===== src/tccs_pkg.sv =====
package tccs_pkg;

	localparam int CELL_HEIGHT_DEF = 16;
	localparam int CELL_WIDTH_DEF  = 8;
	localparam int OFFSET_BITS_DEF = 26;

	// width of offset fields on the result stream
	localparam int OFS_W = 26;

	localparam int QUEUE_DEPTH = 4;

	localparam logic [7:0] CHAR_BS  = 8'd8;
	localparam logic [7:0] CHAR_TAB = 8'd9;
	localparam logic [7:0] CHAR_LF  = 8'd10;
	localparam logic [7:0] CHAR_CR  = 8'd13;

	localparam logic [8:0] TAB_STOP = 9'd4;
	localparam logic [7:0] TAB_MASK = 8'hFC;

	localparam logic [2:0] REG_COLUMNS = 3'd0;
	localparam logic [2:0] REG_ROWS    = 3'd1;
	localparam logic [2:0] REG_PITCH   = 3'd2;
	localparam logic [2:0] REG_WIDE    = 3'd3;
	localparam logic [2:0] REG_BUFFER  = 3'd4;

	localparam logic ACT_DRAW   = 1'b0;
	localparam logic ACT_SCROLL = 1'b1;

	typedef struct packed {
		logic [7:0]  text_columns;
		logic [6:0]  text_rows;
		logic [15:0] line_pitch;
		logic        wide_pixels;
		logic [25:0] buffer_bytes;
	} cfg_t;

	// one classified character: a draw, a scroll, or both
	typedef struct packed {
		logic       draw;
		logic       scroll;
		logic [7:0] glyph;
		logic [7:0] col;
		logic [6:0] row;
		logic [6:0] last_row;
	} cmd_t;

endpackage


===== src/tccs_front.sv =====
module tccs_front
	import tccs_pkg::*;
(
	input  logic       clk,
	input  logic       arst_n,
	input  cfg_t       cfg,
	input  logic       s_tvalid,
	output logic       s_tready,
	input  logic [7:0] s_tdata,   // char_code
	input  logic       q_full,
	output logic       q_push,
	output cmd_t       q_entry
);

	logic [7:0] col_q;
	logic [6:0] row_q;
	logic [8:0] col_mv;
	logic [7:0] row_mv;
	logic [8:0] col_nx;
	logic [7:0] row_nx;
	logic       draw;
	logic       scroll;
	logic [6:0] last_row;
	logic       accept;

	assign s_tready = !q_full;
	assign accept   = s_tvalid && s_tready;
	assign last_row = cfg.text_rows - 7'd1;

	always_comb begin
		col_mv = {1'b0, col_q};
		row_mv = {1'b0, row_q};
		draw   = 1'b0;
		unique case (s_tdata)
			CHAR_LF: begin
				col_mv = '0;
				row_mv = {1'b0, row_q} + 8'd1;
			end
			CHAR_CR: begin
				col_mv = '0;
			end
			CHAR_TAB: begin
				col_mv = {1'b0, col_q & TAB_MASK} + TAB_STOP;
			end
			CHAR_BS: begin
				if (col_q != 8'd0) begin
					col_mv = {1'b0, col_q - 8'd1};
				end else if (row_q != 7'd0) begin
					col_mv = {1'b0, cfg.text_columns - 8'd1};
					row_mv = {1'b0, row_q - 7'd1};
				end
			end
			default: begin
				draw   = 1'b1;
				col_mv = {1'b0, col_q} + 9'd1;
			end
		endcase

		col_nx = col_mv;
		row_nx = row_mv;
		if (col_mv >= {1'b0, cfg.text_columns}) begin
			col_nx = '0;
			row_nx = row_mv + 8'd1;
		end

		scroll = (row_nx >= {1'b0, cfg.text_rows});
		if (scroll) begin
			row_nx = {1'b0, last_row};
		end
	end

	always_ff @(posedge clk or negedge arst_n) begin
		if (!arst_n) begin
			col_q <= '0;
			row_q <= '0;
		end else if (accept) begin
			col_q <= col_nx[7:0];
			row_q <= row_nx[6:0];
		end
	end

	assign q_push           = accept && (draw || scroll);
	assign q_entry.draw     = draw;
	assign q_entry.scroll   = scroll;
	assign q_entry.glyph    = s_tdata;
	assign q_entry.col      = col_q;
	assign q_entry.row      = row_q;
	assign q_entry.last_row = last_row;

endmodule


===== src/tccs_queue.sv =====
module tccs_queue
	import tccs_pkg::*;
(
	input  logic clk,
	input  logic arst_n,
	input  logic push,
	input  cmd_t entry,
	output logic full,
	output logic head_valid,
	output cmd_t head,
	input  logic pop
);

	localparam int PTR_W = $clog2(QUEUE_DEPTH);
	localparam int CNT_W = $clog2(QUEUE_DEPTH + 1);

	cmd_t             slot_q [QUEUE_DEPTH];
	logic [PTR_W-1:0] wr_ptr_q;
	logic [PTR_W-1:0] rd_ptr_q;
	logic [CNT_W-1:0] count_q;

	assign full       = (count_q == CNT_W'(QUEUE_DEPTH));
	assign head_valid = (count_q != '0);
	assign head       = slot_q[rd_ptr_q];

	always_ff @(posedge clk) begin
		if (push) begin
			slot_q[wr_ptr_q] <= entry;
		end
	end

	always_ff @(posedge clk or negedge arst_n) begin
		if (!arst_n) begin
			wr_ptr_q <= '0;
			rd_ptr_q <= '0;
			count_q  <= '0;
		end else begin
			if (push) begin
				wr_ptr_q <= (wr_ptr_q == PTR_W'(QUEUE_DEPTH - 1)) ? '0 : wr_ptr_q + 1'b1;
			end
			if (pop) begin
				rd_ptr_q <= (rd_ptr_q == PTR_W'(QUEUE_DEPTH - 1)) ? '0 : rd_ptr_q + 1'b1;
			end
			if (push && !pop) begin
				count_q <= count_q + 1'b1;
			end else if (pop && !push) begin
				count_q <= count_q - 1'b1;
			end
		end
	end

	assert property (@(posedge clk) disable iff (!arst_n) full |-> !push)
		else $error("queue written while full");
	assert property (@(posedge clk) disable iff (!arst_n) !head_valid |-> !pop)
		else $error("queue popped while empty");

endmodule


===== src/tccs_back.sv =====
module tccs_back
	import tccs_pkg::*;
#(
	parameter int CELL_HEIGHT = CELL_HEIGHT_DEF,
	parameter int CELL_WIDTH  = CELL_WIDTH_DEF,
	parameter int OFFSET_BITS = OFFSET_BITS_DEF
)(
	input  logic        clk,
	input  logic        arst_n,
	input  cfg_t        cfg,
	input  logic        head_valid,
	input  cmd_t        head,
	output logic        pop,
	output logic        m_tvalid,
	input  logic        m_tready,
	output logic [79:0] m_tdata,  // glyph_code, cell_col, cell_row, byte_offset, ring_base, pad
	output logic        m_tuser,  // action
	output logic        m_tlast   // last_of_run
);

	localparam int RCH_W  = 7 + $clog2(CELL_HEIGHT) + 1;
	localparam int PROD_W = RCH_W + 16;
	localparam int COLP_W = 8 + $clog2(CELL_WIDTH) + 3;
	localparam int MAX_A  = (OFFSET_BITS > PROD_W) ? OFFSET_BITS : PROD_W;
	localparam int SUM_W  = ((MAX_A > OFS_W) ? MAX_A : OFS_W) + 2;
	localparam int STEP_W = ((OFFSET_BITS > OFS_W) ? OFFSET_BITS : OFS_W) + 1;
	localparam int CNT_W  = $clog2(CELL_HEIGHT);

	typedef enum logic [2:0] {
		BK_CMD    = 3'b001,
		BK_STEP   = 3'b010,
		BK_SCROLL = 3'b100
	} bk_state_t;

	bk_state_t        state_q, state_d;
	logic [CNT_W-1:0] step_cnt_q;
	logic [OFFSET_BITS-1:0] base_q;

	logic                   en;
	logic                   iss_valid;
	logic                   iss_action;
	logic [7:0]             iss_glyph;
	logic [7:0]             iss_col;
	logic [6:0]             iss_row;
	logic                   iss_last;

	logic [STEP_W-1:0]      step_sum;
	logic [STEP_W-1:0]      step_wrap;

	logic [RCH_W-1:0]       row_ch;
	logic [COLP_W-1:0]      col_cw;

	logic                   v_s1, action_s1, last_s1;
	logic [7:0]             glyph_s1, col_s1;
	logic [6:0]             row_s1;
	logic [OFFSET_BITS-1:0] base_s1;
	logic [PROD_W-1:0]      prod_s1;
	logic [COLP_W-1:0]      colp_s1;

	logic                   v_s2, action_s2, last_s2;
	logic [7:0]             glyph_s2, col_s2;
	logic [6:0]             row_s2;
	logic [OFFSET_BITS-1:0] base_s2;
	logic [SUM_W-1:0]       sum_s2;

	logic [SUM_W-1:0]       sum_wrap;
	logic [OFFSET_BITS-1:0] off_masked;

	logic                   out_valid_q, out_action_q, out_last_q;
	logic [7:0]             out_glyph_q, out_col_q;
	logic [6:0]             out_row_q;
	logic [OFS_W-1:0]       out_off_q, out_base_q;

	// the whole pipeline moves when the output register can take a value
	assign en = !out_valid_q || m_tready;

	always_comb begin
		state_d    = state_q;
		pop        = 1'b0;
		iss_valid  = 1'b0;
		iss_action = ACT_DRAW;
		iss_glyph  = head.glyph;
		iss_col    = head.col;
		iss_row    = head.row;
		iss_last   = !head.scroll;
		unique case (state_q)
			BK_CMD: begin
				if (head_valid) begin
					if (head.draw) begin
						if (en) begin
							iss_valid = 1'b1;
							if (head.scroll) begin
								state_d = BK_STEP;
							end else begin
								pop = 1'b1;
							end
						end
					end else begin
						state_d = BK_STEP;
					end
				end
			end
			BK_STEP: begin
				if (step_cnt_q == CNT_W'(CELL_HEIGHT - 1)) begin
					state_d = BK_SCROLL;
				end
			end
			BK_SCROLL: begin
				iss_action = ACT_SCROLL;
				iss_glyph  = '0;
				iss_col    = '0;
				iss_row    = head.last_row;
				iss_last   = 1'b1;
				if (en) begin
					iss_valid = 1'b1;
					pop       = 1'b1;
					state_d   = BK_CMD;
				end
			end
			default: begin
				state_d = BK_CMD;
			end
		endcase
	end

	// one scan line of base advance per cycle
	assign step_sum  = STEP_W'(base_q) + STEP_W'(cfg.line_pitch);
	assign step_wrap = (step_sum >= STEP_W'(cfg.buffer_bytes)) ?
		step_sum - STEP_W'(cfg.buffer_bytes) : step_sum;

	always_ff @(posedge clk or negedge arst_n) begin
		if (!arst_n) begin
			state_q    <= BK_CMD;
			step_cnt_q <= '0;
			base_q     <= '0;
		end else begin
			state_q <= state_d;
			if (state_q == BK_STEP) begin
				step_cnt_q <= step_cnt_q + 1'b1;
				base_q     <= OFFSET_BITS'(step_wrap);
			end else begin
				step_cnt_q <= '0;
			end
		end
	end

	assign row_ch = RCH_W'(iss_row) * RCH_W'(CELL_HEIGHT);
	assign col_cw = COLP_W'(iss_col) * COLP_W'(CELL_WIDTH);

	always_ff @(posedge clk or negedge arst_n) begin
		if (!arst_n) begin
			v_s1        <= 1'b0;
			v_s2        <= 1'b0;
			out_valid_q <= 1'b0;
		end else if (en) begin
			v_s1        <= iss_valid;
			v_s2        <= v_s1;
			out_valid_q <= v_s2;
		end
	end

	always_ff @(posedge clk) begin
		if (en) begin
			action_s1 <= iss_action;
			last_s1   <= iss_last;
			glyph_s1  <= iss_glyph;
			col_s1    <= iss_col;
			row_s1    <= iss_row;
			base_s1   <= base_q;
			prod_s1   <= PROD_W'(row_ch) * PROD_W'(cfg.line_pitch);
			colp_s1   <= cfg.wide_pixels ? (col_cw << 2) : (col_cw << 1);

			action_s2 <= action_s1;
			last_s2   <= last_s1;
			glyph_s2  <= glyph_s1;
			col_s2    <= col_s1;
			row_s2    <= row_s1;
			base_s2   <= base_s1;
			sum_s2    <= SUM_W'(base_s1) + SUM_W'(prod_s1) + SUM_W'(colp_s1);

			out_action_q <= action_s2;
			out_last_q   <= last_s2;
			out_glyph_q  <= glyph_s2;
			out_col_q    <= col_s2;
			out_row_q    <= row_s2;
			out_off_q    <= OFS_W'(off_masked);
			out_base_q   <= OFS_W'(base_s2);
		end
	end

	// wrap the cell offset once around the ring
	assign sum_wrap = (sum_s2 >= SUM_W'(cfg.buffer_bytes)) ?
		sum_s2 - SUM_W'(cfg.buffer_bytes) : sum_s2;
	assign off_masked = OFFSET_BITS'(sum_wrap);

	assign m_tvalid = out_valid_q;
	assign m_tuser  = out_action_q;
	assign m_tlast  = out_last_q;
	assign m_tdata  = {5'd0, out_base_q, out_off_q, out_row_q, out_col_q, out_glyph_q};

	assert property (@(posedge clk) disable iff (!arst_n) pop |-> iss_valid)
		else $error("command retired without a result");
	assert property (@(posedge clk) disable iff (!arst_n) iss_valid |-> en)
		else $error("result issued into a stalled pipeline");
	assert property (@(posedge clk) disable iff (!arst_n)
		(out_valid_q && out_action_q == ACT_SCROLL) |-> out_last_q)
		else $error("scroll result not marked last");
	assert property (@(posedge clk) disable iff (!arst_n)
		(state_q == BK_STEP) |=> (state_q == BK_STEP || state_q == BK_SCROLL))
		else $error("base advance left before scroll issue");

endmodule


===== src/text_console_cursor_scroll.sv =====
// an accepted character enters the command queue, is issued by the back end and passes
// stages s1 and s2 into the output register; a scroll follows its draw once the ring base
// has advanced by CELL_HEIGHT scan lines; throughput: one draw per cycle while the output
// accepts, while a scroll holds the back end for the iterative base advance of one scan line per cycle
// reset: cursor, ring base, command queue and pipeline cleared, registers at defaults
module text_console_cursor_scroll
	import tccs_pkg::*;
#(
	parameter int CELL_HEIGHT = CELL_HEIGHT_DEF,
	parameter int CELL_WIDTH  = CELL_WIDTH_DEF,
	parameter int OFFSET_BITS = OFFSET_BITS_DEF
)(
	input  logic        clk,
	input  logic        arst_n,
	input  logic        cfg_we,
	input  logic [2:0]  cfg_index,
	input  logic [25:0] cfg_data,
	input  logic        s_tvalid,
	output logic        s_tready,
	input  logic [7:0]  s_tdata,   // char_code
	output logic        m_tvalid,
	input  logic        m_tready,
	output logic [79:0] m_tdata,   // glyph_code, cell_col, cell_row, byte_offset, ring_base, pad
	output logic        m_tuser,   // action
	output logic        m_tlast    // last_of_run
);

	cfg_t cfg_q;
	logic q_full;
	logic q_push;
	cmd_t q_entry;
	logic head_valid;
	cmd_t head;
	logic pop;

	always_ff @(posedge clk or negedge arst_n) begin
		if (!arst_n) begin
			cfg_q.text_columns <= 8'd80;
			cfg_q.text_rows    <= 7'd48;
			cfg_q.line_pitch   <= 16'd4096;
			cfg_q.wide_pixels  <= 1'b1;
			cfg_q.buffer_bytes <= 26'd3145728;
		end else if (cfg_we) begin
			unique case (cfg_index)
				REG_COLUMNS: cfg_q.text_columns <= cfg_data[7:0];
				REG_ROWS:    cfg_q.text_rows    <= cfg_data[6:0];
				REG_PITCH:   cfg_q.line_pitch   <= cfg_data[15:0];
				REG_WIDE:    cfg_q.wide_pixels  <= cfg_data[0];
				REG_BUFFER:  cfg_q.buffer_bytes <= cfg_data;
				default: ;
			endcase
		end
	end

	tccs_front u_front (
		.clk      (clk),
		.arst_n   (arst_n),
		.cfg      (cfg_q),
		.s_tvalid (s_tvalid),
		.s_tready (s_tready),
		.s_tdata  (s_tdata),
		.q_full   (q_full),
		.q_push   (q_push),
		.q_entry  (q_entry)
	);

	tccs_queue u_queue (
		.clk        (clk),
		.arst_n     (arst_n),
		.push       (q_push),
		.entry      (q_entry),
		.full       (q_full),
		.head_valid (head_valid),
		.head       (head),
		.pop        (pop)
	);

	tccs_back #(
		.CELL_HEIGHT (CELL_HEIGHT),
		.CELL_WIDTH  (CELL_WIDTH),
		.OFFSET_BITS (OFFSET_BITS)
	) u_back (
		.clk        (clk),
		.arst_n     (arst_n),
		.cfg        (cfg_q),
		.head_valid (head_valid),
		.head       (head),
		.pop        (pop),
		.m_tvalid   (m_tvalid),
		.m_tready   (m_tready),
		.m_tdata    (m_tdata),
		.m_tuser    (m_tuser),
		.m_tlast    (m_tlast)
	);

endmodule


===== config.mk =====
export PLATFORM = sky130hd
export DESIGN_NAME = text_console_cursor_scroll
export DESIGN_NICKNAME = d
export VERILOG_FILES = /design/src/tccs_pkg.sv /design/src/tccs_front.sv /design/src/tccs_queue.sv /design/src/tccs_back.sv /design/src/text_console_cursor_scroll.sv
export SDC_FILE = /design/constraint.sdc
export NUM_CORES = 1
export LEC_CHECK = 0
export BUFFER_PORTS_ARGS = -buffer_cell sky130_fd_sc_hd__buf_2
export CORE_ASPECT_RATIO = 1.75
export CORE_MARGIN = 2
export CORE_UTILIZATION = 59
export DETAILED_ROUTE_END_ITERATION = 12
export GPL_TIMING_DRIVEN = 0
export PLACE_DENSITY = 0.81
export SLEW_MARGIN = 30
export SYNTH_ARGS = -nofsm -noshare
export SYNTH_HDL_FRONTEND = slang
export SYNTH_SLANG_ARGS = --single-unit
export TNS_END_PERCENT = 20

===== constraint.sdc =====
create_clock -name clk -period 9.6 [get_ports clk]
set_input_delay 1.92 -clock clk [delete_from_list [all_inputs] [get_ports clk]]
set_output_delay 1.92 -clock clk [all_outputs]
set_load 0.05 [all_outputs]

# Word level (Yosys, flattened, before mapping)
# Memories as Yosys holds them, arrays and structs flattened.
# Index checks and enable logic that the tools add are counted.
# totals
memories	1
in_bits	42
mem_bits_rw	128
latch_bits	0
word_cells	147
romBits	0
register_bits	363
# mem_list
name	words	word_bits	read_ports	rd_clocked_by_memory_dff	wr	line	text
u_queue.slot_q	4	32	1	0	1	tccs_queue.sv:17	cmd_t slot_q [QUEUE_DEPTH];
# classes
reduce_logical	24
magnitude_cmp	4
n_addsub	18
mul	1
muxes	39
bitwise_logic	0
div	0
n_eq_ne	20
shifts	0
# op_table
op	n
$mux W26	2
$sub A26 B26 Y26	2
$mux W8	5
$eq A8 B4 Y1 const B	4
$add A30 B14 Y30	1
$ge A30 B26 Y1	1
$add A26 B28 Y29	1
$add A26 B16 Y27	1
$ge A27 B26 Y1	1
$pmux W9 S3	1
$mux W3	8
$mul A7 B16 Y23	1
$mux W7	3
$pmux W8 S2	1
$sub A8 B1 Y8 const B	2
$sub A7 B1 Y7 const B	2
$mux W12	1
$mux W1	11
$reduce_and A2 Y1	5
$add A8 B1 Y9 const B	1
$add A8 B3 Y9 const B	1
$eq A3 B2 Y1 const B	3
$eq A3 B3 Y1 const B	3
$ge A9 B8 Y1	1
29 further kinds	44

# Logic depth before layout (Yosys ltp)
# depth
ltp_word	13
depth_mapped	32
depth_no_buf	30

# Cells and area by module
# From an unflattened synthesis, not the netlist that was laid out.
# hier_totals
hier_cells	2216
area_unflattened_um2	27388.8
# modules_own_cells
mod	n_inst	area_each_um2	cells_per_inst
tccs_back	1	17553.1	1554
tccs_queue	1	5082.4	205
tccs_front	1	2522.4	330
text_console_cursor_scroll	1	2230.9	127

# Worst setup path before layout
# Ideal clock, no wire load.
# synth_path
kind	input port to flip-flop
from	input port m_tready
to	register u_queue.count_q[1]
path_buffers	1
path_stages	8
setup_slack_ns	-0.845
arrival_time_ns	10.320
cell_sequence	nand2b_1 > clkbuf_1 > and3_1 > inv_1 > ha_1 > inv_1 > fa_1 > mux2_2
# synth_via
elab_chain_len	8
# synth_rtl
element	line	text
from (decl)	text_console_cursor_scroll.sv:22	input logic m_tready,
$logic_or A1 B1 Y1 (*)	tccs_back.sv:75	assign en = !out_valid_q || m_tready;
via u_back.en	tccs_back.sv:39	logic en;
$mux W1	tccs_back.sv:90	if (en) begin
$mux W1	tccs_back.sv:89	if (head.draw) begin
$mux W1	tccs_back.sv:88	if (head_valid) begin
$pmux W1 S2 (*)	tccs_back.sv:86	unique case (state_q)
$logic_not A1 Y1	tccs_queue.sv:44	if (push && !pop) begin
$logic_and A1 B1 Y1	tccs_queue.sv:44	
$mux W3 or $reduce_bool A2 Y1 (tied branches)	--	
to (signal assigned)	tccs_queue.sv:45	count_q <= count_q + 1'b1;
to (signal assigned)	tccs_queue.sv:47	count_q <= count_q - 1'b1;
to (decl)	tccs_queue.sv:20	logic [CNT_W-1:0] count_q;
# The timed path passes the listed nets; every way through them passes the cells marked *.
# A chain may end at the register's enable or synchronous reset.

==> flow_metrics.env <==
export IMPL_synth_xor_area_share_pct=4.79
export IMPL_critical_path_arrival_ns=9.17
export IMPL_wire_per_inst_um=22.0
export IMPL_fill_cells=3476
export IMPL_dieArea_um2=48000
export IMPL_tightestPinTransition_ns=0.969
export IMPL_clock_sinks=480
export IMPL_yosysTopAreaCell="edfxtp_1"
export IMPL_cts_setup_buffers=0
export IMPL_finalSetupViolCount=0
export IMPL_cts_tree="built"
export IMPL_hold_path_class="register to register"
export IMPL_start_kind="input pin"
export IMPL_synthSimpleGateAreaFrac_pct=11.5
export IMPL_synthMuxAreaShare_pct=4.75
export IMPL_port_buffers=120
export IMPL_fp_row_count=104
export IMPL_cts_resized=0
export IMPL_path_clk_slew_ns=0.07
export IMPL_ioPinCount=126
export IMPL_dr_pass1_iters=6
export IMPL_drive_gt1_share_pct=12.6
export IMPL_vias=19183
export IMPL_synth_edf_count=364
export IMPL_grt_use_total_pct=28.5
export IMPL_ys_ff_latch=480
export IMPL_clock_path_buffers=3
export IMPL_layout_common_cells="364 x edfxtp_1, 301 x nand2_1, 178 x o21ai_0"
export IMPL_start_util_pct=59.5
export IMPL_antenna_cells=0
export IMPL_crit_type="input pin to register"
export IMPL_die_x_um=166
export IMPL_htreeDepth=2
export IMPL_synth_compound_area_share_pct=11.4
export IMPL_synthCells=2335
export IMPL_max_cap_viol_count=0
export IMPL_end_kind="register"
export IMPL_ant_nets=0
export IMPL_critPathMaxStageDelay_ns=0.65
export IMPL_avgSynthCellArea_um2=11.7
export IMPL_ys_types=93
export IMPL_fin_crit_ns=8.69
export IMPL_crit_fanout=10
export IMPL_hold_viol=0
export IMPL_clk_latency_ns=0.59
export IMPL_cp_common_cell="a21o_1"
export IMPL_ys_seq_area_share_pct=50.8
export IMPL_dp_hpwl_mm=52.5
export IMPL_synthFlopType="edfxtp_1"
export IMPL_fin_skew_ns=0.0232
export IMPL_maxSlewViolCount=0
export IMPL_drt_iter0_drc=1384
export IMPL_synth_top_family_by_area="adder cells"
export IMPL_fp_dieH_um=288
export IMPL_synth_area_top_cells="edfxtp_1 40%, dfrtp_1 9.8%, ha_1 7.9%"
export IMPL_status="finished clean"
export IMPL_numCtsBuffers=44
export IMPL_hold_buffers=0
export IMPL_grt_pass1_wl_mm=106
export IMPL_synth_top_cell_area_share_pct=40.1
export IMPL_syn_area_um2=27200
export IMPL_final_common_cell="edfxtp_1"
export IMPL_drc_errors=0
export IMPL_area_growth_pct=11.0
export IMPL_wl_mm=68.7
export IMPL_nets=2799
export IMPL_synth_fa_ha_area_share_pct=13.4
export IMPL_antenna_found_initial=0
export IMPL_first_global_vias=19664
export IMPL_maxClockFrequency_mhz=115
export IMPL_core_area_um2=45800
export IMPL_setup_tns_ns=0
export IMPL_rsz0062_at_grt="false"
export IMPL_synthArstFlopShare_pct=24.2
export IMPL_crit_required_ns=10.08
export IMPL_gp_congestion=0.959
export IMPL_root_buffer="clkbuf_16"
export IMPL_slowest_stage="a211oi_4"
export IMPL_relSlewSlack_pct=35.2
export IMPL_post_route_period_util_pct=90.6
export IMPL_grt_overflow=0
export IMPL_ys_warn_count=0
export IMPL_routed_via_density=6.13
export IMPL_grt_max_degree=85
-- logic make-up (layout without fill, tap and decap cells) --
| group | after synthesis | count (layout) |
|---|---|---|
| other cells | 1 | 6 |
| fa+ha+maj | 247 | 247 |
| compound gates | 494 | 494 |
| mux | 85 | 85 |
| xor+xnor | 149 | 149 |
| buf+inv | 227 | 432 |
| flops | 480 | 480 |
| simple gates | 652 | 652 |
-- registers in the layout (all words and copies together), names as in the netlist, 8 cells and up --
| register | flops |
|---|---|
| u_back.out_off_q | 26 |
| u_back.base_s1 | 26 |
| u_queue.slot_q | 128 |
| u_back.base_s2 | 26 |
| u_back.base_q | 26 |
| u_back.prod_s1 | 23 |
| u_back.out_col_q | 8 |
| u_back.col_s2 | 8 |
| u_back.col_s1 | 8 |
| u_back.glyph_s2 | 8 |
| u_back.glyph_s1 | 8 |
| cfg_q | 58 |
| u_front.col_q | 8 |
| u_back.out_base_q | 26 |
| u_back.colp_s1 | 9 |
| u_back.out_glyph_q | 8 |
| u_back.sum_s2 | 25 |
-- worst paths after layout --
path	startpoint	end	slack, ns	cells past startpoint
setup reg to reg	u_front.col_q[2]$_DFFE_PN0P_	u_queue.count_q[1]$_DFFE_PN0P_	1.57	29
max in group asynchronous	arst_n	cfg_q[21]$_DFFE_PN1P_	7.59	2
hold / removal	u_back.base_s2[23]$_DFFE_PN_	u_back.out_base_q[23]$_DFFE_PN_	0.42	0
hold reg to reg	u_back.base_s2[23]$_DFFE_PN_	u_back.out_base_q[23]$_DFFE_PN_	0.42	0
min in group asynchronous	arst_n	u_back.m_tvalid$_DFFE_PN0N_	1.27	1
setup / recovery	s_tdata[5]	u_queue.count_q[1]$_DFFE_PN0P_	0.91	25
-- routing by layer --
layer | GRT usage (%) | part of all wire, % | up-vias
li1 | - | - | 8786
met1 | 29.4 | 34 | 9506
met2 | 53.6 | 54 | 646
met3 | 2.78 | 4.1 | 245
met4 | 20.6 | 8.1 | 0
met5 | 0 | 0 | -
-- synth_stat cells (7+ instances only) --
| cell type | instances |
|---|---|
| a21o_1 | 46 |
| xor2_1 | 59 |
| and2_1 | 36 |
| o21ai_0 | 178 |
| nand2_1 | 301 |
| or2_2 | 15 |
| nand2b_1 | 24 |
| nor2b_1 | 29 |
| fa_1 | 75 |
| a21oi_1 | 112 |
| inv_1 | 158 |
| o21bai_1 | 9 |
| and3_1 | 16 |
| a22o_1 | 7 |
| mux4_2 | 32 |
| o31ai_1 | 9 |
| nor3b_1 | 7 |
| mux2i_1 | 24 |
| nor3_1 | 29 |
| dfstp_2 | 9 |
| nor2_1 | 88 |
| a31oi_1 | 12 |
| nand4_1 | 15 |
| xnor2_1 | 90 |
| dfrtp_1 | 107 |
| nand3_1 | 44 |
| nor4_1 | 9 |
| ha_1 | 172 |
| a21boi_0 | 7 |
| edfxtp_1 | 364 |
| a211oi_1 | 20 |
| mux2_2 | 27 |
| clkbuf_1 | 52 |
| o211ai_1 | 17 |
| o21a_1 | 8 |
-- stage by stage --
| stage | utilization (%) | hold WS (ns) | cells | area (um^2) | worst slack, ns |
|---|---|---|---|---|---|
| finish | 66.0 | 0.415 | 3128 | 30200 | 0.907 |
| global route | 66.0 | 0.422 | 3128 | 30200 | 0.679 |
| CTS | 66.0 | 0.418 | 3128 | 30200 | 0.751 |
| detailed placement | 62.7 | 0.405 | 3047 | 28700 | 0.174 |
| global placement | 62.4 | 0.401 | 3043 | 28600 | 0.279 |
| floorplan | - | 0.400 | 2340 | 27300 | 1.65 |
-- layout make-up --
cell class | count | area (um^2) | area share [%]
timing repair buffer | 124 | 721 | 2.38
tap | 583 | 729 | 2.41
multi-input combinational | 1633 | 12500 | 41.4
clock inverter | 18 | 210 | 0.695
buffer | 69 | 340 | 1.13
sequential | 480 | 13800 | 45.8
clock buffer | 63 | 1270 | 4.22
inverter | 158 | 593 | 1.96
-- worst max-delay path: cells and delay by family --
family,cells,cell delay (ns)
muxes,2,0.72
buffers and inverters,3,0.49
adders and majority gates,4,1.29
AOI/OAI and AO/OA,14,4.01
and+or+nand+nor,2,0.73
Power is not shown: default switching activity piles up to over one toggle a cycle in this logic, so the estimate is an artifact.
